**config.mk**
```make
export PLATFORM = sky130hd
export DESIGN_NAME = motor_command_framer_unit
export DESIGN_NICKNAME = d
export VERILOG_FILES = /design/src/hw/rtl/mcf_pkg.sv /design/src/hw/rtl/mcf_front.sv /design/src/hw/rtl/mcf_queue.sv /design/src/hw/rtl/mcf_back.sv /design/src/hw/rtl/motor_command_framer_unit.sv
export SDC_FILE = /design/constraint.sdc
export NUM_CORES = 1
export LEC_CHECK = 0
export ABC_AREA = 1
export BUFFER_PORTS_ARGS = -buffer_cell sky130_fd_sc_hd__buf_2
export CAP_MARGIN = 20
export CELL_PAD_IN_SITES_DETAIL_PLACEMENT = 1
export CELL_PAD_IN_SITES_GLOBAL_PLACEMENT = 1
export CORE_UTILIZATION = 51
export CTS_BUF_LIST = sky130_fd_sc_hd__clkbuf_8
export DETAILED_ROUTE_END_ITERATION = 6
export PLACE_DENSITY = 0.79
export SETUP_SLACK_MARGIN = 0.05
export SYNTH_ARGS = -nofsm -noshare
export SYNTH_HDL_FRONTEND = slang
export SYNTH_SLANG_ARGS = --single-unit
export TNS_END_PERCENT = 1
```
**constraint.sdc**
```tcl
create_clock -name clk -period 9.5 [get_ports clk]
set_input_delay 1.425 -clock clk [delete_from_list [all_inputs] [get_ports clk]]
set_output_delay 1.425 -clock clk [all_outputs]
set_load 0.1 [all_outputs]
```
**src/hw/rtl/mcf_pkg.sv**
```systemverilog
// Shared types, codes and frame helpers for the motor command framer.
// No dependencies; every other file of the block imports this package.
`default_nettype none

package mcf_pkg;

  // Operation codes of the input item
  localparam logic [2:0] OP_DRIVE = 3'd0;
  localparam logic [2:0] OP_QUERY = 3'd1;
  localparam logic [2:0] OP_MODE  = 3'd2;
  localparam logic [2:0] OP_SETID = 3'd3;
  localparam logic [2:0] OP_CHECK = 3'd4;
  localparam logic [2:0] OP_RX    = 3'd5;

  // Result kinds
  localparam logic KIND_TX    = 1'b0;
  localparam logic KIND_REPLY = 1'b1;

  // Fixed frame bytes
  localparam logic [7:0] CMD_DRIVE = 8'h64;
  localparam logic [7:0] CMD_QUERY = 8'h74;
  localparam logic [7:0] CMD_MODE  = 8'hA0;
  localparam logic [7:0] SETID_B0  = 8'hAA;
  localparam logic [7:0] SETID_B1  = 8'h55;
  localparam logic [7:0] SETID_B2  = 8'h53;
  localparam logic [7:0] CHECK_B0  = 8'hC8;
  localparam logic [7:0] CHECK_B1  = 8'h64;
  localparam logic [7:0] CRC_POLY  = 8'h8C;

  localparam int         FRAME_LEN   = 10;
  localparam int         IDX_W       = $clog2(FRAME_LEN);
  localparam logic [IDX_W-1:0] FRAME_LAST = IDX_W'(FRAME_LEN - 1);
  localparam int         REPLY_STORE = 9;
  localparam int         RCNT_W      = $clog2(REPLY_STORE + 1);
  localparam logic [RCNT_W-1:0] RCNT_FULL = RCNT_W'(REPLY_STORE);

  localparam int Q_DEPTH = 2;
  localparam int Q_PTR_W = (Q_DEPTH > 1) ? $clog2(Q_DEPTH) : 1;
  localparam int Q_CNT_W = $clog2(Q_DEPTH + 1);

  typedef struct packed {
    logic [2:0]  op;
    logic [7:0]  motor_id;
    logic [15:0] speed;
    logic [7:0]  accel;
    logic [7:0]  brake;
    logic [7:0]  mode_value;
    logic [7:0]  rx_byte;
  } item_t;

  typedef struct packed {
    logic        kind;
    logic [7:0]  tx_byte;
    logic        last;
    logic [7:0]  reply_id;
    logic [7:0]  reply_mode;
    logic [15:0] reply_current;
    logic [15:0] reply_speed;
    logic [15:0] reply_position;
    logic [7:0]  reply_temperature;
    logic [7:0]  reply_error;
  } res_t;

  // Command held for the serialiser
  typedef struct packed {
    logic [2:0]  op;
    logic [7:0]  motor_id;
    logic [15:0] speed;
    logic [7:0]  accel;
    logic [7:0]  brake;
    logic [7:0]  mode_value;
  } cmd_t;

  // One queue entry: either a frame to serialise or a finished reply
  typedef struct packed {
    logic is_reply;
    cmd_t cmd;
    res_t reply;
  } entry_t;

  typedef struct packed {
    logic full;
    logic empty;
  } q_stat_t;

  // One byte of CRC-8/MAXIM, reflected, already xored with the data byte
  function automatic logic [7:0] mcf_crc8_byte(logic [7:0] c_in);
    logic [7:0] c;
    c = c_in;
    for (int k = 0; k < 8; k++) begin
      if (c[0]) begin
        c = (c >> 1) ^ CRC_POLY;
      end else begin
        c = c >> 1;
      end
    end
    return c;
  endfunction

  function automatic logic mcf_uses_crc(logic [2:0] op);
    logic r;
    case (op) inside
      OP_DRIVE, OP_QUERY, OP_CHECK: r = 1'b1;
      default:                      r = 1'b0;
    endcase
    return r;
  endfunction

  // Plain frame byte at an index; the CRC slot is filled by the caller
  function automatic logic [7:0] mcf_frame_byte(cmd_t c, logic [IDX_W-1:0] i);
    logic [7:0] b;
    b = 8'h00;
    unique case (c.op)
      OP_DRIVE: begin
        case (i)
          4'd0:    b = c.motor_id;
          4'd1:    b = CMD_DRIVE;
          4'd2:    b = c.speed[15:8];
          4'd3:    b = c.speed[7:0];
          4'd6:    b = c.accel;
          4'd7:    b = c.brake;
          default: b = 8'h00;
        endcase
      end
      OP_QUERY: begin
        case (i)
          4'd0:    b = c.motor_id;
          4'd1:    b = CMD_QUERY;
          default: b = 8'h00;
        endcase
      end
      OP_MODE: begin
        case (i)
          4'd0:       b = c.motor_id;
          4'd1:       b = CMD_MODE;
          FRAME_LAST: b = c.mode_value;
          default:    b = 8'h00;
        endcase
      end
      OP_SETID: begin
        case (i)
          4'd0:    b = SETID_B0;
          4'd1:    b = SETID_B1;
          4'd2:    b = SETID_B2;
          4'd3:    b = c.motor_id;
          default: b = 8'h00;
        endcase
      end
      default: begin
        case (i)
          4'd0:    b = CHECK_B0;
          4'd1:    b = CHECK_B1;
          default: b = 8'h00;
        endcase
      end
    endcase
    return b;
  endfunction

endpackage

`default_nettype wire

```
**src/hw/rtl/mcf_front.sv**
```systemverilog
// Front end: accepts items, collects reply bytes and queues work for the back end.
// Depends on mcf_pkg.
`default_nettype none

module mcf_front
  import mcf_pkg::*;
(
  input  wire logic    clk,
  input  wire logic    rst,
  input  wire logic    push,
  input  wire item_t   item,
  input  wire q_stat_t q_stat,
  output logic         q_push,
  output entry_t       q_entry
);

  logic [7:0]        rbuf [REPLY_STORE];
  logic [RCNT_W-1:0] reply_count;
  logic              query_pending;
  logic              accept;

  assign accept = push && !q_stat.full;

  always_comb begin
    q_push                          = 1'b0;
    q_entry                         = '0;
    q_entry.cmd.op                  = item.op;
    q_entry.cmd.motor_id            = item.motor_id;
    q_entry.cmd.speed               = item.speed;
    q_entry.cmd.accel               = item.accel;
    q_entry.cmd.brake               = item.brake;
    q_entry.cmd.mode_value          = item.mode_value;
    q_entry.reply.kind              = KIND_REPLY;
    q_entry.reply.reply_id          = rbuf[0];
    q_entry.reply.reply_mode        = rbuf[1];
    q_entry.reply.reply_current     = {rbuf[2], rbuf[3]};
    q_entry.reply.reply_speed       = {rbuf[4], rbuf[5]};
    q_entry.reply.reply_error       = rbuf[8];
    if (query_pending) begin
      q_entry.reply.reply_position    = {8'h00, rbuf[7]};
      q_entry.reply.reply_temperature = rbuf[6];
    end else begin
      q_entry.reply.reply_position    = {rbuf[6], rbuf[7]};
      q_entry.reply.reply_temperature = 8'h00;
    end
    if (item.op == OP_RX) begin
      q_entry.is_reply = 1'b1;
      q_push           = accept && (reply_count == RCNT_FULL);
    end else if (item.op <= OP_CHECK) begin
      q_push           = accept;
    end
  end

  always_ff @(posedge clk) begin
    if (rst) begin
      reply_count   <= '0;
      query_pending <= 1'b0;
    end else if (accept) begin
      if (item.op == OP_RX) begin
        if (reply_count == RCNT_FULL) begin
          reply_count <= '0;
        end else begin
          reply_count <= reply_count + 1'b1;
        end
      end else if (item.op <= OP_CHECK) begin
        reply_count   <= '0;
        query_pending <= (item.op == OP_QUERY);
      end
    end
  end

  // Store a reply byte; the tenth (CRC) byte is dropped
  always_ff @(posedge clk) begin
    if (accept && item.op == OP_RX && reply_count != RCNT_FULL) begin
      rbuf[reply_count] <= item.rx_byte;
    end
  end

endmodule

`default_nettype wire

```
**src/hw/rtl/mcf_queue.sv**
```systemverilog
// Short queue between the front and back ends of the motor command framer.
// Depends on mcf_pkg.
`default_nettype none

module mcf_queue
  import mcf_pkg::*;
(
  input  wire logic   clk,
  input  wire logic   rst,
  input  wire logic   push,
  input  wire entry_t push_data,
  input  wire logic   pop,
  output entry_t      pop_data,
  output q_stat_t     stat
);

  entry_t             mem [Q_DEPTH];
  logic [Q_PTR_W-1:0] wr_ptr;
  logic [Q_PTR_W-1:0] rd_ptr;
  logic [Q_CNT_W-1:0] count;
  logic               do_push;
  logic               do_pop;

  assign stat.full  = (count == Q_CNT_W'(Q_DEPTH));
  assign stat.empty = (count == '0);
  assign do_push    = push && !stat.full;
  assign do_pop     = pop && !stat.empty;
  assign pop_data   = mem[rd_ptr];

  always_ff @(posedge clk) begin
    if (do_push) begin
      mem[wr_ptr] <= push_data;
    end
  end

  always_ff @(posedge clk) begin
    if (rst) begin
      wr_ptr <= '0;
      rd_ptr <= '0;
      count  <= '0;
    end else begin
      if (do_push) begin
        wr_ptr <= (wr_ptr == Q_PTR_W'(Q_DEPTH - 1)) ? '0 : wr_ptr + 1'b1;
      end
      if (do_pop) begin
        rd_ptr <= (rd_ptr == Q_PTR_W'(Q_DEPTH - 1)) ? '0 : rd_ptr + 1'b1;
      end
      if (do_push && !do_pop) begin
        count <= count + 1'b1;
      end else if (do_pop && !do_push) begin
        count <= count - 1'b1;
      end
    end
  end

endmodule

`default_nettype wire

```
**src/hw/rtl/mcf_back.sv**
```systemverilog
// Back end: serialises frames byte by byte with a running CRC and holds the result register.
// Depends on mcf_pkg.
`default_nettype none

module mcf_back
  import mcf_pkg::*;
(
  input  wire logic    clk,
  input  wire logic    rst,
  input  wire q_stat_t q_stat,
  input  wire entry_t  q_data,
  output logic         q_pop,
  input  wire logic    pop,
  output logic         empty,
  output res_t         result
);

  entry_t           cur;
  logic             cur_valid;
  logic [IDX_W-1:0] idx;
  logic [7:0]       crc;
  logic             out_valid;
  res_t             out_data;

  logic             advance;
  logic             finish;
  logic [7:0]       raw_byte;
  logic [7:0]       tx_byte;
  logic [7:0]       crc_next;
  res_t             res_next;

  assign advance  = cur_valid && (!out_valid || pop);
  assign finish   = advance && (cur.is_reply || idx == FRAME_LAST);
  assign q_pop    = !q_stat.empty && (!cur_valid || finish);
  assign raw_byte = mcf_frame_byte(cur.cmd, idx);
  assign tx_byte  = (idx == FRAME_LAST && mcf_uses_crc(cur.cmd.op)) ? crc : raw_byte;
  assign crc_next = mcf_crc8_byte(crc ^ raw_byte);

  always_comb begin
    if (cur.is_reply) begin
      res_next = cur.reply;
    end else begin
      res_next         = '0;
      res_next.kind    = KIND_TX;
      res_next.tx_byte = tx_byte;
      res_next.last    = (idx == FRAME_LAST);
    end
  end

  always_ff @(posedge clk) begin
    if (rst) begin
      cur_valid <= 1'b0;
      out_valid <= 1'b0;
      idx       <= '0;
      crc       <= '0;
    end else begin
      if (advance) begin
        out_valid <= 1'b1;
        idx       <= idx + 1'b1;
        crc       <= crc_next;
      end else if (pop) begin
        out_valid <= 1'b0;
      end
      // Load the next entry when idle or as the current one finishes
      if (q_pop) begin
        cur_valid <= 1'b1;
        idx       <= '0;
        crc       <= '0;
      end else if (finish) begin
        cur_valid <= 1'b0;
      end
    end
  end

  always_ff @(posedge clk) begin
    if (q_pop) begin
      cur <= q_data;
    end
    if (advance) begin
      out_data <= res_next;
    end
  end

  assign empty  = !out_valid;
  assign result = out_data;

endmodule

`default_nettype wire

```
**src/hw/rtl/motor_command_framer_unit.sv**
```systemverilog
// Motor command framer: a command request yields ten frame bytes, one per cycle
// while the output is free or popped; the tenth received byte of a reply yields
// one parsed reply. A first result passes through the queue, the current-entry
// register and the output register; the serialiser stalls while a result waits.
// Synchronous active-high reset empties the queue and output and clears the
// reply count and the query flag; the reply byte store is not cleared.
`default_nettype none

module motor_command_framer_unit
  import mcf_pkg::*;
(
  input  wire logic  clk,
  input  wire logic  rst,
  input  wire logic  push,
  output logic       full,
  input  wire item_t item,
  output logic       empty,
  input  wire logic  pop,
  output res_t       result
);

  q_stat_t q_stat;
  logic    q_push;
  logic    q_pop;
  entry_t  q_entry;
  entry_t  q_data;

  // Hold off requests only while the queue has no room
  assign full = q_stat.full;

  // Front: classify requests, gather reply bytes, queue frames and replies
  mcf_front u_front (
    .clk     (clk),
    .rst     (rst),
    .push    (push),
    .item    (item),
    .q_stat  (q_stat),
    .q_push  (q_push),
    .q_entry (q_entry)
  );

  // Queue: decouple acceptance from serialisation
  mcf_queue u_queue (
    .clk       (clk),
    .rst       (rst),
    .push      (q_push),
    .push_data (q_entry),
    .pop       (q_pop),
    .pop_data  (q_data),
    .stat      (q_stat)
  );

  // Back: advance one byte per cycle into the output register while it is free or popped
  mcf_back u_back (
    .clk    (clk),
    .rst    (rst),
    .q_stat (q_stat),
    .q_data (q_data),
    .q_pop  (q_pop),
    .pop    (pop),
    .empty  (empty),
    .result (result)
  );

endmodule

`default_nettype wire

```
Yosys cells after proc, flatten, opt, wreduce, memory -nomap -nowiden
Memory sizes are Yosys's and may differ from the RTL's. A register that Yosys moved wholly into a read port is not among the register bits. Index checks and enable logic that the tools add are counted.

Output and inout bits: 92. Bits of input ports: 63. Bits in writable memories: 336. Register bits after elaboration: 123. Logic and storage cells: 124. Memories kept: 2.

Magnitude comparators: 1. $add $sub $neg: 6. Mux-type cells: 36. Equality and inequality tests: 15. Reduce and logical (&&, ||, !) cells: 32. Bitwise gates (word level): 10.

Memory list: u_queue.mem (words 2, bits a word 132, read ports 1, clocked after memory_dff 1, write ports 1, RTL line mcf_queue.sv:17) `entry_t mem [Q_DEPTH];`; u_front.rbuf (words 9, bits a word 8, read ports 9, clocked after memory_dff 0, write ports 1, RTL line mcf_front.sv:17) `logic [7:0] rbuf [REPLY_STORE];`.

Operators with widths (number): two-way mux 89 bit (1); two-way mux 8 bit (9); one-hot mux 8 bit (4 select lines) (2); one-hot mux 8 bit (6 select lines) (1); one-hot mux 8 bit (2 select lines) (2); two-way mux 24 bit (1); inverter 2 -> 3 bit (8); one-hot mux 8 bit (3 select lines) (1); two-way mux 1 bit (14); logical AND 1 bit (12); two-way mux 4 bit (3); adder 4 x 1 -> 4 bit (second input constant) (2); == test 4 x 2 -> 1 bit (second input constant) (2); == test 4 x 3 -> 1 bit (second input constant) (2); == test 4 bit (second input constant) (2); nonzero test 2 bit (4); bitwise XOR 8 bit (1); == test 3 x 1 -> 1 bit (second input constant) (2); == test 3 x 2 -> 1 bit (second input constant) (2); == test 3 bit (second input constant) (2); logical NOT 1 bit (6); == test 4 x 1 -> 1 bit (second input constant) (1); logical NOT 4 bit (1); two-way mux 2 bit (2); other kinds (14) (17).

Logic depth before layout (Yosys ltp)
Gate-level depths: netlist (run 1).

Depth in word-level cells: 20. Depth in mapped cells: 23. Mapped depth without buffers: 22.

Modules after synthesis
Synthesis (run 1) repeated with hierarchy kept, for this count alone.

Cells, all modules: 1508. Area total of the unflattened synthesis: 23666.4 um2.

Modules (own cells, without submodules): mcf_queue (times used 1, area an instance 10812.9 um2, seq. area each 8628.3 um2, cells an instance 479); mcf_back (times used 1, area an instance 9674.3 um2, seq. area each 7247.0 um2, cells an instance 796); mcf_front (times used 1, area an instance 3179.3 um2, seq. area each 2262.2 um2, cells an instance 233).

Worst setup path after synthesis (run 1)
Ideal clock, no wire load.

Kind: input -> register. From: input port push. To: memory u_queue.mem[1][0] (netlist bit), enable pin. Stages on the path: 6. Buffers on the path: 0. Setup time: 0.626 ns. Required time: 8.874 ns. Setup slack: 1.283 ns. Data arrival time: 7.591 ns. Path through: o21ai_0 -> inv_1 -> o21ai_0 -> nor2_1 -> inv_1 -> nor2_1.

Longest elaborated chain between the ends: 6. Elaborated cells between the ends (all ways): 7. Classes of those cells: mux: 4; reduce/logical: 3.

RTL lines: start: declaration (RTL line motor_command_framer_unit.sv:14) `input wire logic push,`; logical AND 1 bit (*) (RTL line mcf_front.sv:22) `assign accept = push && !q_stat.full;`; two-way mux 1 bit or logical AND 1 bit (tied branches) (RTL line mcf_front.sv:49, mcf_front.sv:48); two-way mux 1 bit (*) (RTL line mcf_front.sv:46) `if (item.op == OP_RX) begin`; logical AND 1 bit (*) (RTL line mcf_queue.sv:26) `assign do_push = push && !stat.full;`; net u_queue.do_push (RTL line mcf_queue.sv:21) `logic do_push;`; two-way mux 1 bit (*) (RTL line mcf_queue.sv:31) `if (do_push) begin`; two-way mux 1 bit (not written as such) (*) (RTL line mcf_queue.sv:32) `mem[wr_ptr] <= push_data;`; end: declaration (RTL line mcf_queue.sv:17).

The timed path passes the listed nets; every way through them passes the cells marked *.

Worst setup path in the final report (run 1)
From: input port push. To: memory u_queue.mem[1][100] (netlist bit), enable pin.

The elaborated chain is that of the path after synthesis.

==> results.py, run 1 <==
metrics = {
    "pwr": {
        "p_clk_share_pct": 22.0,
        "p_switching_uw": 3704,
        "p_leak_uw": 0.01032,
        "power.density_nw_per_um2": 356.5,
        "finalPower_uw": 8908,
        "combPwrFrac_pct": 34.0,
        "internal_power_uw": 5204,
        "netSwitchingFraction_pct": 41.58,
        "ir_drop_v": 0.0003204,
        "p_seq_share_pct": 44.0,
    },
    "placed_design": {
        "dp_slack_ns": 5.010,
        "portBuffers": 154,
        "dpl-instance-area_sq_um": 23210,
        "routabilityCongestion": 0.8655,
        "dp_hpwl_um": 32900,
        "dp.cells": 2303,
    },
    "logic_synthesis": {
        "synthAdderAreaFrac_pct": 0.2859,
        "yosys.area.top_type": "edfxtp_1",
        "synth_seq_cells": 581,
        "ys_seq_area_share_pct": 78.68,
        "ys_warn_count": 0,
        "syn_inst": 1654,
        "ys.flop_type": "edfxtp_1",
        "synth-simple-area-share_pct": 15.25,
        "synthDistinctLibCells": 41,
        "synth_edf_count": 558,
        "synth_top_family_by_area": "simple AND/OR/NAND/NOR gates",
        "synth_xor_area_share_pct": 0.1201,
        "netlist_area_sq_um": 21880,
        "synth_compound_area_share_pct": 1.641,
        "synth.area.top_cells": "edfxtp_1 (77%), nand2_1 (11%), inv_1 (2.7%), dfxtp_1 (2.1%), nand3_1 (1.0%)",
        "synthDominantCellAreaShare_pct": 76.58,
        "synth_nets": 1722,
        "syn_avg_cell_area_sq_um": 13.23,
        "synthArstFlopShare_pct": 0,
        "synth_mux_area_share_pct": 0,
    },
    "clock_tree": {
        "clock_latency_ns": 0.68,
        "cts_resized": 0,
        "cts-root-buf": "clkbuf_8",
        "clock-sinks": 581,
        "cts_tree": "done",
        "cts-htree-levels": 3,
        "clockBufferDepth": 3,
        "holdBufCountCts": 0,
        "path_clk_slew_ns": 0.06,
        "numCtsBuffers": 90,
        "postCtsSetupBuffers": 0,
    },
    "final_layout": {
        "layout.cells.non_filler": 2468,
        "fillers": 4146,
        "area_growth_syn_to_layout_pct": 14.19,
        "final_nets": 1931,
        "layout-drive-gt1-share_pct": 18.57,
        "design_area_sq_um": 24990,
    },
    "drt": {
        "initialDrtViolationCount": 1004,
        "ant_nets": 0,
        "wire_per_inst_um": 20.93,
        "num_vias": 12970,
        "routed_via_density": 5.255,
        "routed_wl_um": 51660,
        "drc_errors": 0,
        "dr.pass1.iters": 5,
    },
    "grt": {
        "grt_start_max_net_pins": 97,
        "grt_pass1_wl_um": 78930,
        "antenna_found_initial": 3,
        "gr-total-overflow": 0,
        "grt_pass1_vias": 14085,
        "global_route.usage.total_pct": 24.13,
    },
    "timing": {
        "rsz0062_at_grt": "no",
        "layout_setup_ws_ns": 5.891,
        "final.setup.tns_ns": 0,
        "setup_viol": 0,
        "max_freq_mhz": 277.1,
        "slew_headroom_pct": 32.90,
        "skew_ns": 0.05000,
        "worst_pin_slew_ns": 1.003,
        "min_period_ns": 3.609,
        "slew_violations": 0,
        "post-route-period-util_pct": 37.99,
        "hold_viol_final": 0,
    },
    "worst_setup_path": {
        "path_buf_inv": 5,
        "crit_arrival_ns": 3.88,
        "slowest_stage": "nor2_4",
        "path_cells": "buf_2 -> o21ai_0 -> inv_1 -> o21ai_0 -> nor2_1 -> inv_1 -> nor2_4 -> buf_16 -> buf_12",
        "endpoint_kind": "register",
        "startpoint_type": "input pin",
        "max_stage_delay_ns": 0.54,
        "crit_family": "buffers and inverters",
        "worstRegToRegCells": 8,
        "critPathMaxFanout": 96,
        "cp.depth": 9,
        "required_ns": 9.77,
        "path_class": "in -> reg",
    },
    "floorplan": {
        "start_util_pct": 51.93,
        "core_sq_um": 42130,
        "ioPinCount": 155,
        "die_y_um": 209.1,
        "die_w_um": 209.1,
        "dieArea_sq_um": 43740,
        "num_rows": 75,
    },
    "outcome": {
        "status": "completed",
    },
    "hold_path": {
        "hold_depth": 0,
        "hold_path_class": "reg -> reg",
    },
    "job": {
        "maxCapViolCount": 0,
    },
}
## worst paths after layout
path                                       from                       endpoint  slack (ns)
hold / removal     u_front.rbuf[8][7]$_DFFE_PP_    u_queue.mem[1][7]$_DFFE_PP_        0.44
setup / recovery                           push  u_queue.mem[1][100]$_DFFE_PP_        5.89
setup reg to reg  u_queue.count[0]$_SDFFE_PP0P_  u_queue.mem[1][100]$_DFFE_PP_        6.21
hold reg to reg    u_front.rbuf[8][7]$_DFFE_PP_    u_queue.mem[1][7]$_DFFE_PP_        0.44
## area by class of cell
class	instances	area [sq um]	share of cell area [%]
inverter	169	648.1	2.594
timing repair buffer	169	968.4	3.876
clock inverter	62	365.4	1.462
sequential	581	17220	68.92
tap	539	674.4	2.699
clock buffer	95	1308	5.233
multi-input combinational	852	3800	15.21
antenna	1	2.502	0.01002
## cells in the mapped netlist, types with 3 or more instances
| cell type | n |
|---|---|
| a211oi_1 | 3 |
| a21oi_1 | 19 |
| buf_1 | 5 |
| buf_2 | 3 |
| buf_6 | 3 |
| clkbuf_1 | 37 |
| dfxtp_1 | 23 |
| edfxtp_1 | 558 |
| ha_1 | 5 |
| inv_1 | 156 |
| inv_2 | 10 |
| nand2_1 | 614 |
| nand2_2 | 20 |
| nand2_4 | 4 |
| nand3_1 | 44 |
| nand3_2 | 13 |
| nand3_4 | 3 |
| nand4_1 | 21 |
| nor2_1 | 44 |
| nor2_2 | 3 |
| nor3_1 | 6 |
| nor3_4 | 3 |
| o21ai_0 | 18 |
| o21ai_1 | 11 |
| o21ai_2 | 5 |
| xor2_1 | 3 |
## worst reg2reg max path: cells and delay by family (launching register included)
kind | cells | cell delay [ns]
compound gates | 2 | 0.41
buf+inv | 4 | 1.00
flops | 1 | 0.46
simple gates | 2 | 0.92
## state kept, by name (all words and copies together), names as in the netlist, 2 cells and up
register and cells:
u_queue.mem 264, u_back.cur 132, u_back.result 90, u_front.rbuf 72
u_back.crc 8, u_back.idx 4, u_front.reply_count 4, u_queue.count 2
## metal layers
metal / share of wire, % / GRT usage (%) / up-vias
li1: - / - / 5991
met1: 41 / 30.57 / 6465
met2: 50 / 41.25 / 403
met3: 5.3 / 4.358 / 109
met4: 2.9 / 9.635 / 2
met5: 0.025 / 0 / -
## metrics by stage
| stage | utilization [%] | hold slack (ns) |
|---|---|---|
| after floorplan | - | 0.4215 |
| after global placement | 55.04 | 0.4221 |
| after detailed placement | 55.09 | 0.4306 |
| after CTS | 59.06 | 0.4357 |
| after global routing | 59.30 | 0.4481 |
| final | 59.30 | 0.4382 |
## cells in the final DEF (no fill, tap or decap), types with 13 or more instances in the layout
master | Yosys | routed
nand3_2 | 13 | 13
nand3_1 | 44 | 44
nand4_1 | 21 | 21
dfxtp_1 | 23 | 22
inv_1 | 156 | 187
o21ai_0 | 18 | 18
buf_2 | 3 | 156
a21oi_1 | 19 | 19
nand2_2 | 20 | 20
nor2_1 | 44 | 42
edfxtp_1 | 558 | 558
nand2_1 | 614 | 614
clkbuf_8 | 0 | 95
## power by group through the flow
stage	logic (uW)	registers (uW)	clock network [uW]
floorplan	1300	4900	0
global placement	2870	3920	0
detailed placement	3000	3970	0
CTS	3020	3930	2000
global route	3250	3970	2100
finish	3020	3920	1960
## kinds of logic after synthesis
kind of cell / after synthesis
AOI/OAI and AO/OA: 63
adders and majority gates: 5
and+or+nand+nor: 781
DFF: 581
xor gates and xnor gates: 3
buffers and inverters: 221
Note: power is estimated with default switching activity, not from simulation.
==> run 2: changes to the inputs <==
CORE_UTILIZATION = 46   (was 51)
PLACE_DENSITY = 0.75   (was 0.79)
clock period = 3 ns   (was 9.5 ns; I/O delays follow)
==> run 2 against run 1 <==
Compared with the run above: the flow now finishes with violations (DRC); critical path type is now reg -> reg; via count increased by 0.88%; hold slack lost 0.32 ns; critical path depth stayed put; largest cell class unchanged; total power grew to 3.2 times the previous value; die area up 11%; utilization shrank 4.1 points; clock-buffer cell count rose by 4.
==> results.py, run 2 (same netlist as run 1, synthesis figures left out) <==
metrics = {
    "job": {
        "maxCapViolCount": 0,
    },
    "grt": {
        "gr-total-overflow": 0,
        "grt_start_max_net_pins": 87,
        "grt_pass1_wl_um": 79490,
        "antenna_found_initial": 4,
        "global_route.usage.total_pct": 22.11,
        "grt_pass1_vias": 14208,
    },
    "final_layout": {
        "final_nets": 2007,
        "design_area_sq_um": 25790,
        "layout-drive-gt1-share_pct": 19.04,
        "largest_register_ffs": 264,
        "utilization_pct": 55.17,
        "layout.cells.non_filler": 2614,
        "area_growth_syn_to_layout_pct": 17.88,
        "final_common_cell": "nand2_1",
        "regMostFlops": "u_queue.mem",
        "most-common-layout-cells": "nand2_1 (614), edfxtp_1 (558), inv_1 (185)",
    },
    "clock_tree": {
        "cts-root-buf": "clkbuf_8",
        "postCtsSetupBuffers": 0,
        "cts_resized": 0,
        "clock_latency_ns": 0.69,
        "cts-htree-levels": 3,
        "clockBufferDepth": 3,
        "holdBufCountCts": 51,
        "cts_tree": "done",
        "clock-sinks": 581,
        "numCtsBuffers": 92,
        "path_clk_slew_ns": 0.06,
    },
    "placed_design": {
        "dp_hpwl_um": 33140,
        "routabilityCongestion": 0.8235,
        "dpl-instance-area_sq_um": 23610,
        "portBuffers": 154,
        "dp.cells": 2401,
    },
    "drt": {
        "routed_wl_um": 51790,
        "wire_per_inst_um": 19.81,
        "drc_errors": 14,
        "routed_via_density": 5.005,
        "num_vias": 13084,
        "ant_nets": 0,
        "dr.pass1.iters": 7,
        "initialDrtViolationCount": 894,
    },
    "floorplan": {
        "ioPinCount": 155,
        "dieArea_sq_um": 48440,
        "die_w_um": 220.1,
        "core_sq_um": 46750,
        "start_util_pct": 46.80,
        "num_rows": 79,
        "die_y_um": 220.1,
    },
    "worst_setup_path": {
        "path_cells": "inv_1 -> ha_1 -> nand3_2 -> inv_2 -> o21ai_1 -> nand2_1 -> o21ai_4 -> clkinvlp_4 -> buf_4",
        "startpoint_type": "register",
        "endpoint_kind": "register",
        "slowest_stage": "buf_4",
        "critPathMaxFanout": 42,
        "crit_arrival_ns": 3.01,
        "path_class": "reg -> reg",
        "ff2ff_setup_slack_ns": 0.29,
        "required_ns": 3.30,
        "max_stage_delay_ns": 0.52,
    },
    "timing": {
        "worst_pin_slew_ns": 1.057,
        "slew_headroom_pct": 29.53,
        "min_period_ns": 2.712,
        "rsz0062_at_grt": "no",
        "slew_violations": 0,
        "setup_viol": 0,
        "post-route-period-util_pct": 90.39,
        "max_freq_mhz": 368.8,
        "skew_ns": 0.03379,
        "hold_viol_final": 0,
        "final.setup.tns_ns": 0,
    },
    "outcome": {
        "status": "complete, but fails checks",
        "violations": "DRC",
    },
    "pwr": {
        "finalPower_uw": 28270,
        "p_leak_uw": 0.01064,
        "p_seq_share_pct": 43.9,
        "netSwitchingFraction_pct": 41.44,
        "p_clk_share_pct": 21.9,
        "power.density_nw_per_um2": 1096,
        "internal_power_uw": 16550,
        "p_switching_uw": 11710,
        "combPwrFrac_pct": 34.3,
        "ir_drop_v": 0.0008381,
    },
    "hold_path": {
        "hold_path_class": "in -> reg",
    },
}
==> run 2: cell count changes in the layout (fill, tap and decap cells not counted), sizes merged <==
cell	delta
dlygate4sd3	+51
buf	+25
bufinv	-2
clkbuf	+2
clkinv	+2
clkinvlp	+2
inv	-2
==> run 2: worst paths after layout <==
| check | start | end | depth (start not counted) |
|---|---|---|---|
| worst max-delay path | u_back.idx[1]$_SDFFE_PP0P_ | u_back.cur[0]$_DFFE_PP_ | 9 |
| worst min register to register | u_front.rbuf[8][3]$_DFFE_PP_ | u_queue.mem[0][3]$_DFFE_PP_ | 0 |
| worst max register to register | u_back.idx[1]$_SDFFE_PP0P_ | u_back.cur[0]$_DFFE_PP_ | 9 |
| worst min-delay path | rst | u_queue.count[0]$_SDFFE_PP0P_ | 2 |
==> run 2: worst max-delay path: cells and delay by family, from the launching register on <==
| kind | cells | cell delay [ns] |
|---|---|---|
| AO/OA/AOI/OAI | 2 | 0.17 |
| adder cells (fa/ha/maj) | 1 | 0.38 |
| buffers and inverters | 4 | 0.95 |
| flip-flops | 1 | 0.37 |
| AND/OR/NAND/NOR | 2 | 0.44 |
==> run 2: power groups by stage <==
stage          Combinational [uW]  Clock [uW]  Sequential (uW)
3_5_place_dp                 9720           0            12500
5_1_grt                     10500        6670            12600
2_1_floorplan                4150           0            15400
4_1_cts                      9820        6340            12400
3_3_place_gp                 9360           0            12400
6_report                     9690        6180            12400
==> run 2: per-layer routing <==
layer / share of wire (%) / track usage, % / wire length [um]
met1: 42 / 28.08 / 21550
met2: 51 / 37.42 / 26360
met3: 5.0 / 4.279 / 2585
met4: 2.5 / 8.644 / 1269
met5: 0.035 / 0 / 18
==> run 2: cell type report <==
class | instances | area (sq um)
tap | 607 | 759.5
fill | 4766 | 20960
clock buffer | 99 | 1363
multi-input combinational | 852 | 3810
clock inverter | 62 | 305.3
inverter | 169 | 653.1
sequential | 581 | 17220
timing repair buffer | 243 | 1679
antenna | 1 | 2.502
==> run 2: metrics by stage <==
| stage | hold WS, ns | worst slack (ns) |
|---|---|---|
| finish | 0.1213 | 0.2883 |
| global route | 0.09425 | 0.06983 |
| CTS | 0.05640 | 0.3112 |
| detailed placement | 0.4348 | 0.3403 |
| global placement | 0.4214 | 0.4096 |
| floorplan | 0.4215 | -1.035 |
